$ cat src/design/nvu_pkg.sv
// Package for the vec3 normalize unit: payload types, lane types and widths.
// Used by the cells, the normalize unit and the testbench; depends on nothing.
`timescale 1ns / 1ps
package nvu_pkg;

  localparam int COMP_W = 16;
  localparam int MAG_W  = 17;
  localparam int SQ_W   = 31;
  localparam int SUM_W  = 32;
  localparam int ROOT_W = 16;
  localparam int REM_W  = 18;
  localparam int NUM_ROOT_CELLS = 16;

  typedef struct packed {
    logic signed [15:0] vec_x;
    logic signed [15:0] vec_y;
    logic signed [15:0] vec_z;
  } vec_in_t;

  typedef struct packed {
    logic signed [15:0] unit_x;
    logic signed [15:0] unit_y;
    logic signed [15:0] unit_z;
    logic [15:0]        length;
    logic               zero_vector;
  } vec_out_t;

  typedef struct packed {
    logic [SUM_W-1:0] rem;
    logic [SUM_W-1:0] quo;
    logic [SUM_W-1:0] dvs;
  } div_lane_t;

  typedef struct packed {
    logic [SUM_W-1:0]  rad;
    logic [REM_W-1:0]  rem;
    logic [ROOT_W-1:0] root;
  } root_lane_t;

  typedef struct packed {
    logic       valid;
    logic       zero;
    logic [2:0] sgn;
  } side_t;

endpackage

$ cat src/design/nvu_div_cell.sv
// One restoring division cell: one quotient bit per cell, registered.
// Depends on nvu_pkg.
`timescale 1ns / 1ps
module nvu_div_cell #(
  parameter bit SHIFT = 1'b1
) (
  input  logic               clk,
  input  logic               en,
  input  nvu_pkg::div_lane_t lane_in,
  output nvu_pkg::div_lane_t lane_out
);

  logic [nvu_pkg::SUM_W:0] trial;
  logic [nvu_pkg::SUM_W:0] diff;
  logic                    ge;

  always_comb begin
    trial = SHIFT ? {lane_in.rem, 1'b0} : {1'b0, lane_in.rem};
    ge    = trial >= {1'b0, lane_in.dvs};
    diff  = trial - {1'b0, lane_in.dvs};
  end

  always_ff @(posedge clk) begin
    if (en) begin
      lane_out.rem <= ge ? diff[nvu_pkg::SUM_W-1:0] : trial[nvu_pkg::SUM_W-1:0];
      lane_out.quo <= {lane_in.quo[nvu_pkg::SUM_W-2:0], ge};
      lane_out.dvs <= lane_in.dvs;
    end
  end

endmodule

$ cat config.mk
export PLATFORM = sky130hd
export DESIGN_NAME = nvu_div_cell
export DESIGN_NICKNAME = d
export VERILOG_FILES = /design/src/design/nvu_pkg.sv /design/src/design/nvu_div_cell.sv
export SDC_FILE = /design/constraint.sdc
export NUM_CORES = 1
export LEC_CHECK = 0
export ABC_AREA = 1
export BUFFER_PORTS_ARGS = -buffer_cell sky130_fd_sc_hd__buf_2
export CAP_MARGIN = 20
export CORE_MARGIN = 10
export CORE_UTILIZATION = 30
export CTS_BUF_LIST = sky130_fd_sc_hd__clkbuf_16
export CTS_CLUSTER_SIZE = 24
export DETAILED_ROUTE_END_ITERATION = 7
export SLEW_MARGIN = 40
export SYNTH_ARGS = -nofsm -noshare
export SYNTH_HDL_FRONTEND = slang
export SYNTH_SLANG_ARGS = --single-unit
export TNS_END_PERCENT = 10
$ cat constraint.sdc
create_clock -name clk -period 2.9 [get_ports clk]
set_clock_uncertainty 0.1 [all_clocks]
set_input_delay 0.58 -clock clk [delete_from_list [all_inputs] [get_ports clk]]
set_output_delay 0.58 -clock clk [all_outputs]
set_load 0.01 [all_outputs]
==> impl_metrics.tcl <==
set metrics [dict create \
    status "completed" \
    dieHeight_um 162 \
    min_from "lane_in[61]" \
    num_rows 51 \
    placedCellCount 1207 \
    max_freq_ghz 0.426 \
    grt_util_met3 0.0407 \
    drc_errors 0 \
    wl_per_cell_um 14.9 \
    tightest_slew_ns 0.428 \
    slew_viol_final 0 \
    synth_area_leader_cell "edfxtp_1" \
    placed_area_um2 7390 \
    synth_area_um2 6050 \
    ys_top_cells_by_area "edfxtp_1 48%, nand2_1 17%, inv_1 9.4%, ha_1 6.6%, nand3_1 4.5%" \
    cts-buffers-inserted 9 \
    grt_pass1_wl_um 28000 \
    fin_cells 1223 \
    mostFrequentLayoutCells "277 x nand2_1, 191 x buf_2, 151 x inv_1" \
    nFillCells 2130 \
    postLayoutCellArea_um2 7680 \
    synth_area_per_cell_um2 8.09 \
    cts_setup_buffers 0 \
    drtIter0Drc 213 \
    synthesis.nets 879 \
    antenna_found_initial 0 \
    busiest_layer "met2" \
    die_area_um2 26200 \
    min_path_type "in -> reg" \
    io_pins 194 \
    crit_type "in -> reg" \
    port_buffers 192 \
    num_vias 5262 \
    grtUsageMet1 0.173 \
    die_w_um 162 \
    dr.pass1.iters 5 \
    clock_sinks 96 \
    worstPathMaxFanout 18 \
    crit_path_start_kind "primary input" \
    core_um2 19700 \
    yosys.area.top_type_share 0.477 \
    drive_gt1_frac 0.254 \
    fin_crit_ns 2.35 \
    synth_cell_types 24 \
    ys_warn_count 0 \
    largest_register "lane_out" \
    ant_nets 0 \
    setup_viol 0 \
    leakage_nw 4.08 \
    largest_reg_flops 96 \
    syn_inst 748 \
    yosysSeqAreaShare 0.477 \
    slew_headroom 0.714 \
    critPathCaptureType "register" \
    gp_congestion 0.868 \
    cp_data_arrival_time_ns 2.35 \
    maxCapViolations 0 \
    timing.setup.tns_ns 0 \
    crit_end "lane_out[80]" \
    power.density_nw_per_um2 508 \
    clockBufferDepth 2 \
    initial_utilization 0.308 \
    period_share 0.810 \
    ys_ff_latch 96 \
    grt_pass1_vias 5209 \
    rsz0062_at_grt "no" \
    grt_use_total 0.135 \
    grt_max_degree 44 \
    hold_viol_final 0 \
    area_growth_pct 27.0 \
    place_hpwl_um 15200 \
    path_clk_slew_ns 0.07 \
    holdBufCountCts 0 \
    nets 1084 \
    antenna_cells 0 \
    cts_tree "done" \
    drt-vias-per-instance 4.30 \
    htree_levels 3 \
    fin_util 0.391 \
    mostFrequentLayoutCell "nand2_1" \
    ir_worst_vdd_mv 0.281 \
    cts.repair.resized 0 \
    grt_overflow 0 \
    top_regs "lane_out (96)" \
    crit_required_ns 2.91 \
    gr-usage-met2 0.216 \
    drt_wl_total_um 18200 \
    root_buffer "clkbuf_16" \
    cp-startpoint "lane_in[6]" \
]
through the flow:
step	total power [mW]	hold slack, ns	setup slack, ns
after floorplan	2.36	0.579	0.629
after global placement	2.76	0.657	0.201
after detailed placement	2.77	0.658	0.191
after CTS	3.96	0.284	0.553
after global routing	4.14	0.276	0.346
final	3.90	0.295	0.552
final cells by class:
type | count | area [um^2] | share of cell area
multi-input combinational | 491 | 2520 | 0.328
clock buffer | 9 | 225 | 0.0293
timing repair buffer | 204 | 1090 | 0.142
clock inverter | 7 | 60.1 | 0.00782
sequential | 96 | 2880 | 0.375
tap | 265 | 332 | 0.0432
inverter | 151 | 567 | 0.0738
critical path: stages:
cell,delay [ns]
buf_2,0.08
inv_1,0.04
ha_1,0.34
nand2_1,0.14
nor2_1,0.38
nand3_1,0.13
nor2_1,0.10
nand2_1,0.06
nand2_1,0.07
nor2_2,0.06
buf_4,0.21
nand3_1,0.09
nand2_1,0.06
cells by family after synthesis:
kind of cell / synth area share
AO/OA/AOI/OAI: 0.0215
AND/OR/NAND/NOR: 0.306
buffers and inverters: 0.107
XOR/XNOR: 0.0203
adder cells (fa/ha/maj): 0.0695
flip-flops: 0.477
per-layer routing:
layer,vias to the layer above,wire length (um),part of all wire
li1,2762,-,-
met1,2332,8460,0.46
met2,153,8080,0.44
met3,15,1450,0.080
met4,0,199,0.011
met5,-,0,0
cell usage after synthesis:
| master | number |
|---|---|
| a21oi_1 | 22 |
| nand3_2 | 14 |
| fa_1 | 1 |
| nand3b_1 | 9 |
| and2_1 | 8 |
| ha_1 | 32 |
| nand2_2 | 2 |
| nand3_1 | 54 |
| nor3_1 | 7 |
| nand2_1 | 277 |
| inv_1 | 151 |
| nor2_2 | 3 |
| buf_12 | 1 |
| buf_6 | 2 |
| xnor2_1 | 1 |
| nand2_4 | 3 |
| xor2_1 | 13 |
| buf_2 | 7 |
| edfxtp_1 | 96 |
| nor2_1 | 36 |
| nor3_2 | 2 |
| nand4_1 | 4 |
| o21ai_0 | 1 |
| a21o_1 | 2 |
how the worst min path moves through the flow:
stage	slack, ns	end	depth (start not counted)
after floorplan	0.58	lane_out[0]	0
after global placement	0.66	lane_out[49]	1
after detailed placement	0.66	lane_out[61]	1
after CTS	0.28	lane_out[34]	1
after global routing	0.28	lane_out[61]	1
final	0.29	lane_out[62]	1
power breakdown:
group / switching [mW] / total [mW] / internal, mW
Sequential: 0.0299 / 1.73 / 1.70
Combinational: 0.622 / 0.993 / 0.371
Clock: 0.583 / 1.18 / 0.600
Total: 1.23 / 3.90 / 2.67
Power figures use the tool's default switching activity.
