`config.mk`:
```
export PLATFORM = sky130hd
export DESIGN_NAME = nvu_root_cell
export DESIGN_NICKNAME = d
export VERILOG_FILES = /design/src/design/nvu_pkg.sv /design/src/design/nvu_root_cell.sv
export SDC_FILE = /design/constraint.sdc
export NUM_CORES = 1
export LEC_CHECK = 0
export ABC_AREA = 0
export BUFFER_PORTS_ARGS = -buffer_cell sky130_fd_sc_hd__clkbuf_2
export CAP_MARGIN = 10
export CORE_MARGIN = 2
export CORE_UTILIZATION = 31
export DETAILED_ROUTE_END_ITERATION = 10
export PLACE_DENSITY = 0.54
export SLEW_MARGIN = 20
export SYNTH_ARGS = -nofsm -noshare
export SYNTH_HDL_FRONTEND = slang
export SYNTH_SLANG_ARGS = --single-unit
```
`constraint.sdc`:
```
create_clock -name clk -period 4.7 [get_ports clk]
set_input_delay 0.235 -clock clk [delete_from_list [all_inputs] [get_ports clk]]
set_output_delay 0.235 -clock clk [all_outputs]
set_load 0.03 [all_outputs]
```
`src/design/nvu_pkg.sv`:
```
// Package for the vec3 normalize unit: payload types, lane types and widths.
// Used by the cells, the normalize unit and the testbench; depends on nothing.
`timescale 1ns / 1ps
package nvu_pkg;

  localparam int COMP_W = 16;
  localparam int MAG_W  = 17;
  localparam int SQ_W   = 31;
  localparam int SUM_W  = 32;
  localparam int ROOT_W = 16;
  localparam int REM_W  = 18;
  localparam int NUM_ROOT_CELLS = 16;

  typedef struct packed {
    logic signed [15:0] vec_x;
    logic signed [15:0] vec_y;
    logic signed [15:0] vec_z;
  } vec_in_t;

  typedef struct packed {
    logic signed [15:0] unit_x;
    logic signed [15:0] unit_y;
    logic signed [15:0] unit_z;
    logic [15:0]        length;
    logic               zero_vector;
  } vec_out_t;

  typedef struct packed {
    logic [SUM_W-1:0] rem;
    logic [SUM_W-1:0] quo;
    logic [SUM_W-1:0] dvs;
  } div_lane_t;

  typedef struct packed {
    logic [SUM_W-1:0]  rad;
    logic [REM_W-1:0]  rem;
    logic [ROOT_W-1:0] root;
  } root_lane_t;

  typedef struct packed {
    logic       valid;
    logic       zero;
    logic [2:0] sgn;
  } side_t;

endpackage

```
`src/design/nvu_root_cell.sv`:
```
// One digit-by-digit square root cell: one root bit per cell, registered.
// Depends on nvu_pkg.
`timescale 1ns / 1ps
module nvu_root_cell (
  input  logic                clk,
  input  logic                en,
  input  nvu_pkg::root_lane_t lane_in,
  output nvu_pkg::root_lane_t lane_out
);

  logic [nvu_pkg::REM_W+1:0] shifted;
  logic [nvu_pkg::REM_W+1:0] trial;
  logic [nvu_pkg::REM_W+1:0] diff;
  logic                      ge;

  always_comb begin
    shifted = {lane_in.rem, lane_in.rad[nvu_pkg::SUM_W-1 -: 2]};
    trial   = {2'b00, lane_in.root, 2'b01};
    ge      = shifted >= trial;
    diff    = shifted - trial;
  end

  always_ff @(posedge clk) begin
    if (en) begin
      lane_out.rad  <= {lane_in.rad[nvu_pkg::SUM_W-3:0], 2'b00};
      lane_out.rem  <= ge ? diff[nvu_pkg::REM_W-1:0] : shifted[nvu_pkg::REM_W-1:0];
      lane_out.root <= {lane_in.root[nvu_pkg::ROOT_W-2:0], ge};
    end
  end

endmodule

```
==> flow_results.xml, run 1 <==
<?xml version="1.0" encoding="UTF-8"?>
<metrics>
  <group name="outcome">
    <metric name="run_status" unit="">finished clean</metric>
  </group>
  <group name="power_and_ir_drop">
    <metric name="vdd.ir_drop.worst" unit="mV">0.119</metric>
    <metric name="comb_power_share" unit="%">24.8</metric>
    <metric name="share_clk_of_total_power" unit="%">29.4</metric>
    <metric name="power_frac_seq" unit="%">45.8</metric>
    <metric name="power.share.switching" unit="%">30.9</metric>
    <metric name="switching_power" unit="mW">0.483</metric>
    <metric name="leakagePower" unit="nW">1.83</metric>
    <metric name="int_power" unit="mW">1.08</metric>
    <metric name="power_per_cell_area" unit="nW/um^2">379</metric>
  </group>
  <group name="floorplan">
    <metric name="die-height" unit="microns">105</metric>
    <metric name="floorplan_die_area" unit="sq um">10900</metric>
    <metric name="fp-row-count" unit="">36</metric>
    <metric name="top_level_ports" unit="">134</metric>
    <metric name="core_box_area" unit="sq um">9820</metric>
    <metric name="floorplan.initialDensity" unit="%">32.0</metric>
    <metric name="die_width" unit="microns">105</metric>
  </group>
  <group name="finish">
    <metric name="finalNetCount" unit="">454</metric>
    <metric name="mostFrequentLayoutCells" unit="">130 x clkbuf_2, 64 x edfxtp_1, 20 x inv_1</metric>
    <metric name="flow.area_growth_from_synthesis" unit="%">31.3</metric>
    <metric name="biggestRegsByFlops" unit="">lane_out x64</metric>
    <metric name="final_area" unit="sq um">4120</metric>
    <metric name="antenna-diode-count" unit="">0</metric>
    <metric name="largest-register" unit="">lane_out</metric>
    <metric name="largest_register_ffs" unit="">64</metric>
    <metric name="final_common_cell" unit="">clkbuf_2</metric>
    <metric name="share_of_final_layout_standard_cells_stronger_than_drive_strength_1" unit="%">44.2</metric>
    <metric name="stdcell_count" unit="">506</metric>
    <metric name="fillerInstances" unit="">985</metric>
  </group>
  <group name="logic_synthesis">
    <metric name="postSynthRegisterBits" unit="">64</metric>
    <metric name="postSynthCellCount" unit="">230</metric>
    <metric name="synth-async-reset-ratio" unit="%">0</metric>
    <metric name="synth-seq-area-share" unit="%">61.2</metric>
    <metric name="ys.warnings.count" unit="">0</metric>
    <metric name="synthesis.area" unit="sq um">3140</metric>
    <metric name="synth_area_per_cell" unit="sq um">13.6</metric>
    <metric name="yosys.cell_types.count" unit="">43</metric>
    <metric name="synth_edf_count" unit="">64</metric>
    <metric name="yosys_most_used_dff" unit="">edfxtp_1</metric>
  </group>
  <group name="drt">
    <metric name="finalWirelength" unit="microns">7060</metric>
    <metric name="drt-initial-drc-count" unit="">73</metric>
    <metric name="route.vias.total" unit="">2312</metric>
    <metric name="drc" unit="">0</metric>
    <metric name="drtPass1Iterations" unit="">4</metric>
    <metric name="post_drt_wl_per_cell" unit="microns">13.9</metric>
    <metric name="route.detailed.vias_per_inst" unit="">4.57</metric>
    <metric name="drt.antenna.violating_nets" unit="">0</metric>
  </group>
  <group name="grt">
    <metric name="grt_pass1_wl" unit="microns">11400</metric>
    <metric name="pin_count_of_the_biggest_net_entering_global_routing" unit="">65</metric>
    <metric name="first_global_vias" unit="">2271</metric>
    <metric name="antenna_found_initial" unit="">0</metric>
    <metric name="overflow" unit="">0</metric>
    <metric name="grt_util_all_layers" unit="%">13.5</metric>
  </group>
  <group name="flow_run">
    <metric name="max-cap-violations" unit="">0</metric>
  </group>
  <group name="min_path">
    <metric name="min-delay-path-class" unit="">primary input to flip-flop</metric>
    <metric name="worstHoldPathCells" unit="">1</metric>
  </group>
  <group name="sta">
    <metric name="period_share" unit="%">48.4</metric>
    <metric name="timing.hold.ws" unit="ns">0.0666</metric>
    <metric name="timing.final.ws_setup" unit="ns">2.43</metric>
    <metric name="finalHoldViolations" unit="">0</metric>
    <metric name="grt_setup_unrepaired" unit="">no</metric>
    <metric name="post-route-min-period" unit="ns">2.27</metric>
    <metric name="slew-limit-headroom" unit="%">46.6</metric>
    <metric name="setup_tns" unit="ns">0</metric>
    <metric name="worst_pin_slew" unit="ns">0.801</metric>
    <metric name="report.final.setup_viol" unit="">0</metric>
    <metric name="fmax" unit="MHz">440</metric>
    <metric name="slew_violations" unit="">0</metric>
  </group>
  <group name="clock_tree">
    <metric name="cts-resized-gates" unit="">0</metric>
    <metric name="clock-sinks" unit="">64</metric>
    <metric name="cts_hold_repair.buffers" unit="">0</metric>
    <metric name="cts_setup_buffers" unit="">0</metric>
    <metric name="cts_root_buf" unit="">clkbuf_8</metric>
    <metric name="clk_transition_reported_paths" unit="ns">0.07</metric>
    <metric name="numCtsBuffers" unit="">9</metric>
    <metric name="h-tree-depth" unit="">3</metric>
    <metric name="tritoncts" unit="">yes</metric>
    <metric name="clk_path_buf_depth" unit="">2</metric>
  </group>
  <group name="place">
    <metric name="detailed_place.area" unit="sq um">3930</metric>
    <metric name="buffer_ports.inserted" unit="">131</metric>
    <metric name="dp.final_hpwl" unit="microns">5270</metric>
    <metric name="gp_congestion" unit="">0.732</metric>
    <metric name="dpl.cell_count" unit="">490</metric>
    <metric name="preCtsSetupSlack" unit="ns">2.05</metric>
  </group>
  <group name="setup_path">
    <metric name="worst-path-max-fanout" unit="">19</metric>
    <metric name="critical_path_required" unit="ns">4.79</metric>
    <metric name="criticalPathCategory" unit="">primary input to flip-flop</metric>
    <metric name="setup.worst_path.start_class" unit="">primary input</metric>
    <metric name="critPathArrivalTime" unit="ns">2.36</metric>
    <metric name="cp-end-kind" unit="">flip-flop</metric>
  </group>
</metrics>
[metal layers]
metal,GRT usage [%],part of all wire (%)
met5,0,0
met4,7.05,2.1
met2,20.0,43
met3,4.18,9.0
met1,17.7,46
[critical path, stage by stage]
cell      delay, ns
clkbuf_2       0.09
inv_1          0.04
ha_1           0.40
a21oi_1        0.11
o21ai_1        0.23
a31oi_1        0.20
o211ai_4       0.64
mux2_2         0.41
[cell families after synthesis]
family | Yosys count | synth area share (%)
flops | 64 | 61.2
simple gates | 46 | 7.14
compound gates | 43 | 10.4
buf+inv | 26 | 3.67
fa+ha+maj | 18 | 7.18
mux | 18 | 6.34
xor+xnor | 14 | 3.91
other cells | 1 | 0.120
[final timing paths]
check | startpoint | endpoint | slack, ns
setup / recovery | lane_in[7] | lane_out[25]$_DFFE_PP_ | 2.43
hold / removal | lane_in[63] | lane_out[65]$_DFFE_PP_ | 0.07
[Yosys cell counts (2+ instances only)]
cell type | number | area (sq um)
mux2_2 | 13 | 146
mux2_1 | 2 | 22.5
nand2_1 | 12 | 45.0
buf_2 | 2 | 10.0
inv_1 | 20 | 75.1
a21oi_1 | 15 | 75.1
o21a_1 | 6 | 45.0
xnor2_1 | 10 | 87.6
nand4_1 | 2 | 12.5
o21ai_2 | 2 | 17.5
a31oi_1 | 3 | 18.8
nor3_1 | 6 | 30.0
xor2_1 | 4 | 35.0
o21ai_0 | 2 | 10.0
a211oi_1 | 3 | 22.5
buf_4 | 2 | 15.0
edfxtp_1 | 64 | 1920
nor2_1 | 11 | 41.3
mux2i_1 | 3 | 30.0
nand2b_1 | 3 | 18.8
ha_1 | 18 | 225
nand3_1 | 5 | 25.0
a21o_1 | 2 | 15.0
[layout make-up]
class                      instances  area, sq um  area share [%]
clock inverter                     6         60.1            1.46
inverter                          20         75.1            1.82
multi-input combinational        141         1100            26.8
clock buffer                      10          128            3.10
timing repair buffer             132          663            16.1
sequential                        64         1920            46.7
tap                              133          166            4.04
[per-stage QoR]
stage	utilization [%]	power, mW
2_1_floorplan	-	0.997
3_3_place_gp	40.0	1.11
3_5_place_dp	40.0	1.12
4_1_cts	41.9	1.59
5_1_grt	41.9	1.65
6_report	41.9	1.56
[power groups by stage]
| stage | Clock, mW | Combinational [mW] | Sequential (mW) |
|---|---|---|---|
| final | 0.459 | 0.388 | 0.714 |
| after global routing | 0.504 | 0.423 | 0.720 |
| after CTS | 0.480 | 0.392 | 0.715 |
| after detailed placement | 0 | 0.389 | 0.728 |
| after global placement | 0 | 0.387 | 0.727 |
| after floorplan | 0 | 0.149 | 0.848 |
Power figures use the tool's default switching activity.
==> run 2: changes to the inputs <==
==> constraint.sdc (replaced) <==
create_clock -name clk -period 2.2 [get_ports clk]
set_input_delay 0.11 -clock clk [delete_from_list [all_inputs] [get_ports clk]]
set_output_delay 0.11 -clock clk [all_outputs]
set_load 0.03 [all_outputs]
==> flow_results.xml, run 2 (same netlist as run 1, synthesis figures left out) <==
<?xml version="1.0" encoding="UTF-8"?>
<metrics>
  <group name="drt">
    <metric name="drtPass1Iterations" unit="">7</metric>
    <metric name="post_drt_wl_per_cell" unit="microns">13.3</metric>
    <metric name="route.vias.total" unit="">2585</metric>
    <metric name="drt.antenna.violating_nets" unit="">0</metric>
    <metric name="route.detailed.vias_per_inst" unit="">4.43</metric>
    <metric name="drt-initial-drc-count" unit="">125</metric>
    <metric name="finalWirelength" unit="microns">7750</metric>
    <metric name="drc" unit="">0</metric>
  </group>
  <group name="finish">
    <metric name="multi_input_area" unit="sq um">1100</metric>
    <metric name="mostFrequentLayoutCells" unit="">130 x clkbuf_2, 64 x edfxtp_1, 45 x dlygate4sd3_1</metric>
    <metric name="flow.area_growth_from_synthesis" unit="%">53.7</metric>
    <metric name="reg_area" unit="sq um">1920</metric>
    <metric name="largest-register" unit="">lane_out</metric>
    <metric name="layout.core_utilization" unit="%">49.1</metric>
    <metric name="finalNetCount" unit="">531</metric>
    <metric name="share_of_final_layout_standard_cells_stronger_than_drive_strength_1" unit="%">43.8</metric>
    <metric name="final_area" unit="sq um">4820</metric>
    <metric name="antenna-diode-count" unit="">0</metric>
    <metric name="fillerInstances" unit="">944</metric>
    <metric name="final_common_cell" unit="">clkbuf_2</metric>
    <metric name="biggestRegsByFlops" unit="">lane_out x64</metric>
    <metric name="largest_register_ffs" unit="">64</metric>
  </group>
  <group name="grt">
    <metric name="overflow" unit="">0</metric>
    <metric name="antenna_found_initial" unit="">0</metric>
    <metric name="met2_usage" unit="%">23.2</metric>
    <metric name="globalRoute.busiestLayer" unit="">met2</metric>
    <metric name="use_met3" unit="%">4.12</metric>
    <metric name="first_global_vias" unit="">2628</metric>
    <metric name="grt_use_met1" unit="%">17.5</metric>
    <metric name="pin_count_of_the_biggest_net_entering_global_routing" unit="">65</metric>
    <metric name="grt_util_all_layers" unit="%">14.2</metric>
    <metric name="grt_pass1_wl" unit="microns">12200</metric>
  </group>
  <group name="floorplan">
    <metric name="die-height" unit="microns">105</metric>
    <metric name="core_box_area" unit="sq um">9820</metric>
    <metric name="top_level_ports" unit="">134</metric>
    <metric name="die_width" unit="microns">105</metric>
    <metric name="floorplan_die_area" unit="sq um">10900</metric>
    <metric name="floorplan.initialDensity" unit="%">32.0</metric>
    <metric name="fp-row-count" unit="">36</metric>
  </group>
  <group name="place">
    <metric name="gp_congestion" unit="">0.764</metric>
    <metric name="detailed_place.area" unit="sq um">4180</metric>
    <metric name="preCtsSetupSlack" unit="ns">-0.0137</metric>
    <metric name="dp.final_hpwl" unit="microns">5510</metric>
    <metric name="buffer_ports.inserted" unit="">131</metric>
  </group>
  <group name="sta">
    <metric name="fmax" unit="MHz">494</metric>
    <metric name="setup_tns" unit="ns">0</metric>
    <metric name="grt_setup_unrepaired" unit="">no</metric>
    <metric name="timing.final.ws_setup" unit="ns">0.175</metric>
    <metric name="finalHoldViolations" unit="">0</metric>
    <metric name="post-route-min-period" unit="ns">2.02</metric>
    <metric name="period_share" unit="%">92.0</metric>
    <metric name="slew_violations" unit="">0</metric>
    <metric name="report.final.setup_viol" unit="">0</metric>
  </group>
  <group name="setup_path">
    <metric name="critPathArrivalTime" unit="ns">2.12</metric>
    <metric name="criticalPathCategory" unit="">primary input to flip-flop</metric>
    <metric name="timing_startpoint_of_the_critical_path" unit="">lane_in[14]</metric>
    <metric name="timing.critical_path.slowest_stage_cell" unit="">dlygate4sd3_1</metric>
    <metric name="setup.worst_path.start_class" unit="">primary input</metric>
    <metric name="critical_path_required" unit="ns">2.29</metric>
    <metric name="worst-path-max-fanout" unit="">9</metric>
    <metric name="worst_path_largest_cell_delay" unit="ns">0.52</metric>
    <metric name="crit_chain" unit="">dlygate4sd3_1 -&gt; clkbuf_2 -&gt; inv_1 -&gt; ha_1 -&gt; nand2_1 -&gt; nor2_1 -&gt; o21ai_2 -&gt; o211ai_4 -&gt; buf_4 -&gt; mux2_2</metric>
    <metric name="cp-end-kind" unit="">flip-flop</metric>
  </group>
  <group name="clock_tree">
    <metric name="cts_hold_repair.buffers" unit="">45</metric>
    <metric name="clock-sinks" unit="">64</metric>
    <metric name="h-tree-depth" unit="">3</metric>
    <metric name="tritoncts" unit="">yes</metric>
    <metric name="cts_setup_buffers" unit="">0</metric>
    <metric name="clk_transition_reported_paths" unit="ns">0.08</metric>
    <metric name="cts_root_buf" unit="">clkbuf_8</metric>
    <metric name="numCtsBuffers" unit="">9</metric>
    <metric name="clk_path_buf_depth" unit="">2</metric>
    <metric name="cts-resized-gates" unit="">0</metric>
  </group>
  <group name="power_and_ir_drop">
    <metric name="vdd.ir_drop.worst" unit="mV">0.228</metric>
    <metric name="power_per_cell_area" unit="nW/um^2">722</metric>
    <metric name="leakagePower" unit="nW">2.17</metric>
  </group>
  <group name="outcome">
    <metric name="run_status" unit="">finished clean</metric>
  </group>
  <group name="min_path">
    <metric name="min-delay-path-class" unit="">primary input to flip-flop</metric>
    <metric name="hold_path_end" unit="">lane_out[32]$_DFFE_PP_</metric>
    <metric name="worstHoldPathCells" unit="">2</metric>
    <metric name="hold_path_startpoint" unit="">lane_in[30]</metric>
  </group>
  <group name="flow_run">
    <metric name="max-cap-violations" unit="">0</metric>
  </group>
</metrics>
run 2: final cells by class:
class | count | share of cell area, %
tap | 133 | 3.45
sequential | 64 | 39.9
clock inverter | 6 | 1.25
timing repair buffer | 209 | 28.3
inverter | 20 | 1.56
multi-input combinational | 141 | 22.9
clock buffer | 10 | 2.65
run 2: how the worst max path moves through the flow:
stage                                   endpoint  cells after the start
final                     lane_out[18]$_DFFE_PP_                     10
after global routing      lane_out[33]$_DFFE_PP_                     10
after CTS                 lane_out[18]$_DFFE_PP_                     10
after detailed placement  lane_out[18]$_DFFE_PP_                     11
after global placement    lane_out[29]$_DFFE_PP_                     10
after floorplan           lane_out[26]$_DFFE_PP_                     11
run 2: stage by stage:
step	total power, mW	cells	hold WS [ns]
detailed placement	2.46	522	0.289
global placement	2.45	522	0.287
CTS	3.52	583	0.0683
global route	3.65	583	0.0799
floorplan	2.13	231	0.209
finish	3.48	583	0.0779
run 2: worst max-delay path, delay by kind of cell:
kind	cells	cell delay, ns
adders and majority gates	1	0.29
buffers and inverters	4	0.91
and+or+nand+nor	2	0.26
muxes	1	0.35
AOI/OAI and AO/OA	2	0.19
run 2: layer usage:
metal / part of all wire (%) / up-vias
met3: 7.3 / 11
met4: 1.6 / 0
li1: - / 1286
met1: 46 / 1176
met2: 45 / 112
met5: 0 / -
run 2: power by group:
part	total (mW)	leakage, nW	switching, mW	internal (mW)
logic	0.967	1.45	0.563	0.404
registers	1.52	0.627	0.0310	1.49
clock network	0.990	0.0937	0.473	0.518
total	3.48	2.17	1.07	2.42
==> run 3: changes to the inputs <==
==> constraint.sdc (replaced) <==
create_clock -name clk -period 2.08 [get_ports clk]
set_input_delay 0.104 -clock clk [delete_from_list [all_inputs] [get_ports clk]]
set_output_delay 0.104 -clock clk [all_outputs]
set_load 0.03 [all_outputs]
==> flow_results.xml, run 3 (same netlist as run 1, synthesis figures left out) <==
<?xml version="1.0" encoding="UTF-8"?>
<metrics>
  <group name="clock_tree">
    <metric name="clk_transition_reported_paths" unit="ns">0.08</metric>
    <metric name="clock-sinks" unit="">64</metric>
    <metric name="h-tree-depth" unit="">3</metric>
    <metric name="tritoncts" unit="">yes</metric>
    <metric name="clk_path_buf_depth" unit="">2</metric>
    <metric name="cts_root_buf" unit="">clkbuf_8</metric>
    <metric name="numCtsBuffers" unit="">9</metric>
  </group>
  <group name="sta">
    <metric name="slew_violations" unit="">0</metric>
    <metric name="worst_pin_slew" unit="ns">0.696</metric>
    <metric name="grt_setup_unrepaired" unit="">no</metric>
    <metric name="timing.final.ws_setup" unit="ns">0.137</metric>
    <metric name="period_share" unit="%">93.4</metric>
    <metric name="timing.hold.ws" unit="ns">0.0703</metric>
    <metric name="setup_tns" unit="ns">0</metric>
    <metric name="post-route-min-period" unit="ns">1.94</metric>
    <metric name="report.final.setup_viol" unit="">0</metric>
    <metric name="slew-limit-headroom" unit="%">53.4</metric>
    <metric name="fmax" unit="MHz">515</metric>
    <metric name="finalHoldViolations" unit="">0</metric>
  </group>
  <group name="place">
    <metric name="detailed_place.area" unit="sq um">4320</metric>
    <metric name="dpl.cell_count" unit="">540</metric>
    <metric name="preCtsSetupSlack" unit="ns">-0.224</metric>
    <metric name="gp_congestion" unit="">0.801</metric>
    <metric name="buffer_ports.inserted" unit="">131</metric>
    <metric name="dp.final_hpwl" unit="microns">5470</metric>
  </group>
  <group name="drt">
    <metric name="drt.antenna.violating_nets" unit="">0</metric>
    <metric name="finalWirelength" unit="microns">7720</metric>
    <metric name="drc" unit="">0</metric>
    <metric name="post_drt_wl_per_cell" unit="microns">12.8</metric>
    <metric name="drtPass1Iterations" unit="">4</metric>
    <metric name="route.detailed.vias_per_inst" unit="">4.36</metric>
    <metric name="route.vias.total" unit="">2621</metric>
    <metric name="drt-initial-drc-count" unit="">84</metric>
  </group>
  <group name="finish">
    <metric name="share_of_final_layout_standard_cells_stronger_than_drive_strength_1" unit="%">46.8</metric>
    <metric name="biggestRegsByFlops" unit="">lane_out x64</metric>
    <metric name="layout.core_utilization" unit="%">50.7</metric>
    <metric name="mostFrequentLayoutCells" unit="">130 x clkbuf_2, 64 x edfxtp_1, 50 x buf_4</metric>
    <metric name="final_common_cell" unit="">clkbuf_2</metric>
    <metric name="finalNetCount" unit="">549</metric>
    <metric name="flow.area_growth_from_synthesis" unit="%">58.7</metric>
    <metric name="final_area" unit="sq um">4980</metric>
    <metric name="largest_register_ffs" unit="">64</metric>
    <metric name="stdcell_count" unit="">601</metric>
    <metric name="largest-register" unit="">lane_out</metric>
    <metric name="antenna-diode-count" unit="">0</metric>
  </group>
  <group name="floorplan">
    <metric name="die_width" unit="microns">105</metric>
    <metric name="die-height" unit="microns">105</metric>
    <metric name="floorplan.initialDensity" unit="%">32.0</metric>
    <metric name="top_level_ports" unit="">134</metric>
    <metric name="fp-row-count" unit="">36</metric>
    <metric name="core_box_area" unit="sq um">9820</metric>
    <metric name="floorplan_die_area" unit="sq um">10900</metric>
  </group>
  <group name="min_path">
    <metric name="min-delay-path-class" unit="">primary input to flip-flop</metric>
  </group>
  <group name="power_and_ir_drop">
    <metric name="share_clk_of_total_power" unit="%">29.2</metric>
    <metric name="fin_total_pwr" unit="mW">3.78</metric>
    <metric name="comb_power_share" unit="%">28.1</metric>
    <metric name="switching_power" unit="mW">1.18</metric>
    <metric name="int_power" unit="mW">2.60</metric>
    <metric name="power_frac_seq" unit="%">42.7</metric>
    <metric name="power_per_cell_area" unit="nW/um^2">759</metric>
    <metric name="vdd.ir_drop.worst" unit="mV">0.273</metric>
    <metric name="leakagePower" unit="nW">2.27</metric>
    <metric name="power.share.switching" unit="%">31.1</metric>
  </group>
  <group name="setup_path">
    <metric name="setup.worst_path.start_class" unit="">primary input</metric>
    <metric name="criticalPathCategory" unit="">primary input to flip-flop</metric>
    <metric name="critPathArrivalTime" unit="ns">2.03</metric>
    <metric name="critical_path_required" unit="ns">2.16</metric>
    <metric name="cp-end-kind" unit="">flip-flop</metric>
    <metric name="worst-path-max-fanout" unit="">18</metric>
  </group>
  <group name="outcome">
    <metric name="run_status" unit="">finished clean</metric>
  </group>
  <group name="grt">
    <metric name="first_global_vias" unit="">2643</metric>
    <metric name="antenna_found_initial" unit="">0</metric>
    <metric name="grt_util_all_layers" unit="%">14.4</metric>
    <metric name="grt_pass1_wl" unit="microns">12500</metric>
    <metric name="pin_count_of_the_biggest_net_entering_global_routing" unit="">65</metric>
    <metric name="overflow" unit="">0</metric>
  </group>
  <group name="flow_run">
    <metric name="max-cap-violations" unit="">0</metric>
  </group>
</metrics>
## run 3: power groups by stage
stage	combinational (mW)	clock, mW	sequential, mW
after detailed placement	0.999	0	1.64
after global routing	1.15	1.19	1.63
after global placement	0.995	0	1.64
final	1.06	1.10	1.61
after CTS	1.07	1.13	1.61
after floorplan	0.338	0	1.92
## run 3: repair_timing
item,CTS,global route
endpoints found under the setup margin,0,1
hold buffers,45,0
resized for setup,0,1
hold endpoints to repair,45,0
setup buffers,0,0
## run 3: routing by layer
metal | track usage (%) | routed length (microns)
met5 | 0 | 0
met4 | 4.86 | 87
met2 | 23.2 | 3550
met1 | 18.2 | 3480
met3 | 4.99 | 610
## run 3: worst paths after layout
kind | depth (start not counted) | end | from
max | 8 | lane_out[25]$_DFFE_PP_ | lane_in[9]
min | 2 | lane_out[32]$_DFFE_PP_ | lane_in[30]
## run 3: area by class of cell
cell class              instances  area [sq um]
fillers                       912          4840
multi-input cells             141          1110
well taps                     133           166
clock buffers                   9           124
repair buffers                227          1500
flip-flops and latches         64          1920
inverters                      20          75.1
clock inverters                 7          77.6
## run 3: worst max-delay path: stages
cell      delay (ns)
clkbuf_2        0.08
inv_1           0.04
ha_1            0.33
nand2_1         0.09
o21ai_1         0.19
a31oi_1         0.18
o211ai_4        0.60
mux2_2          0.41
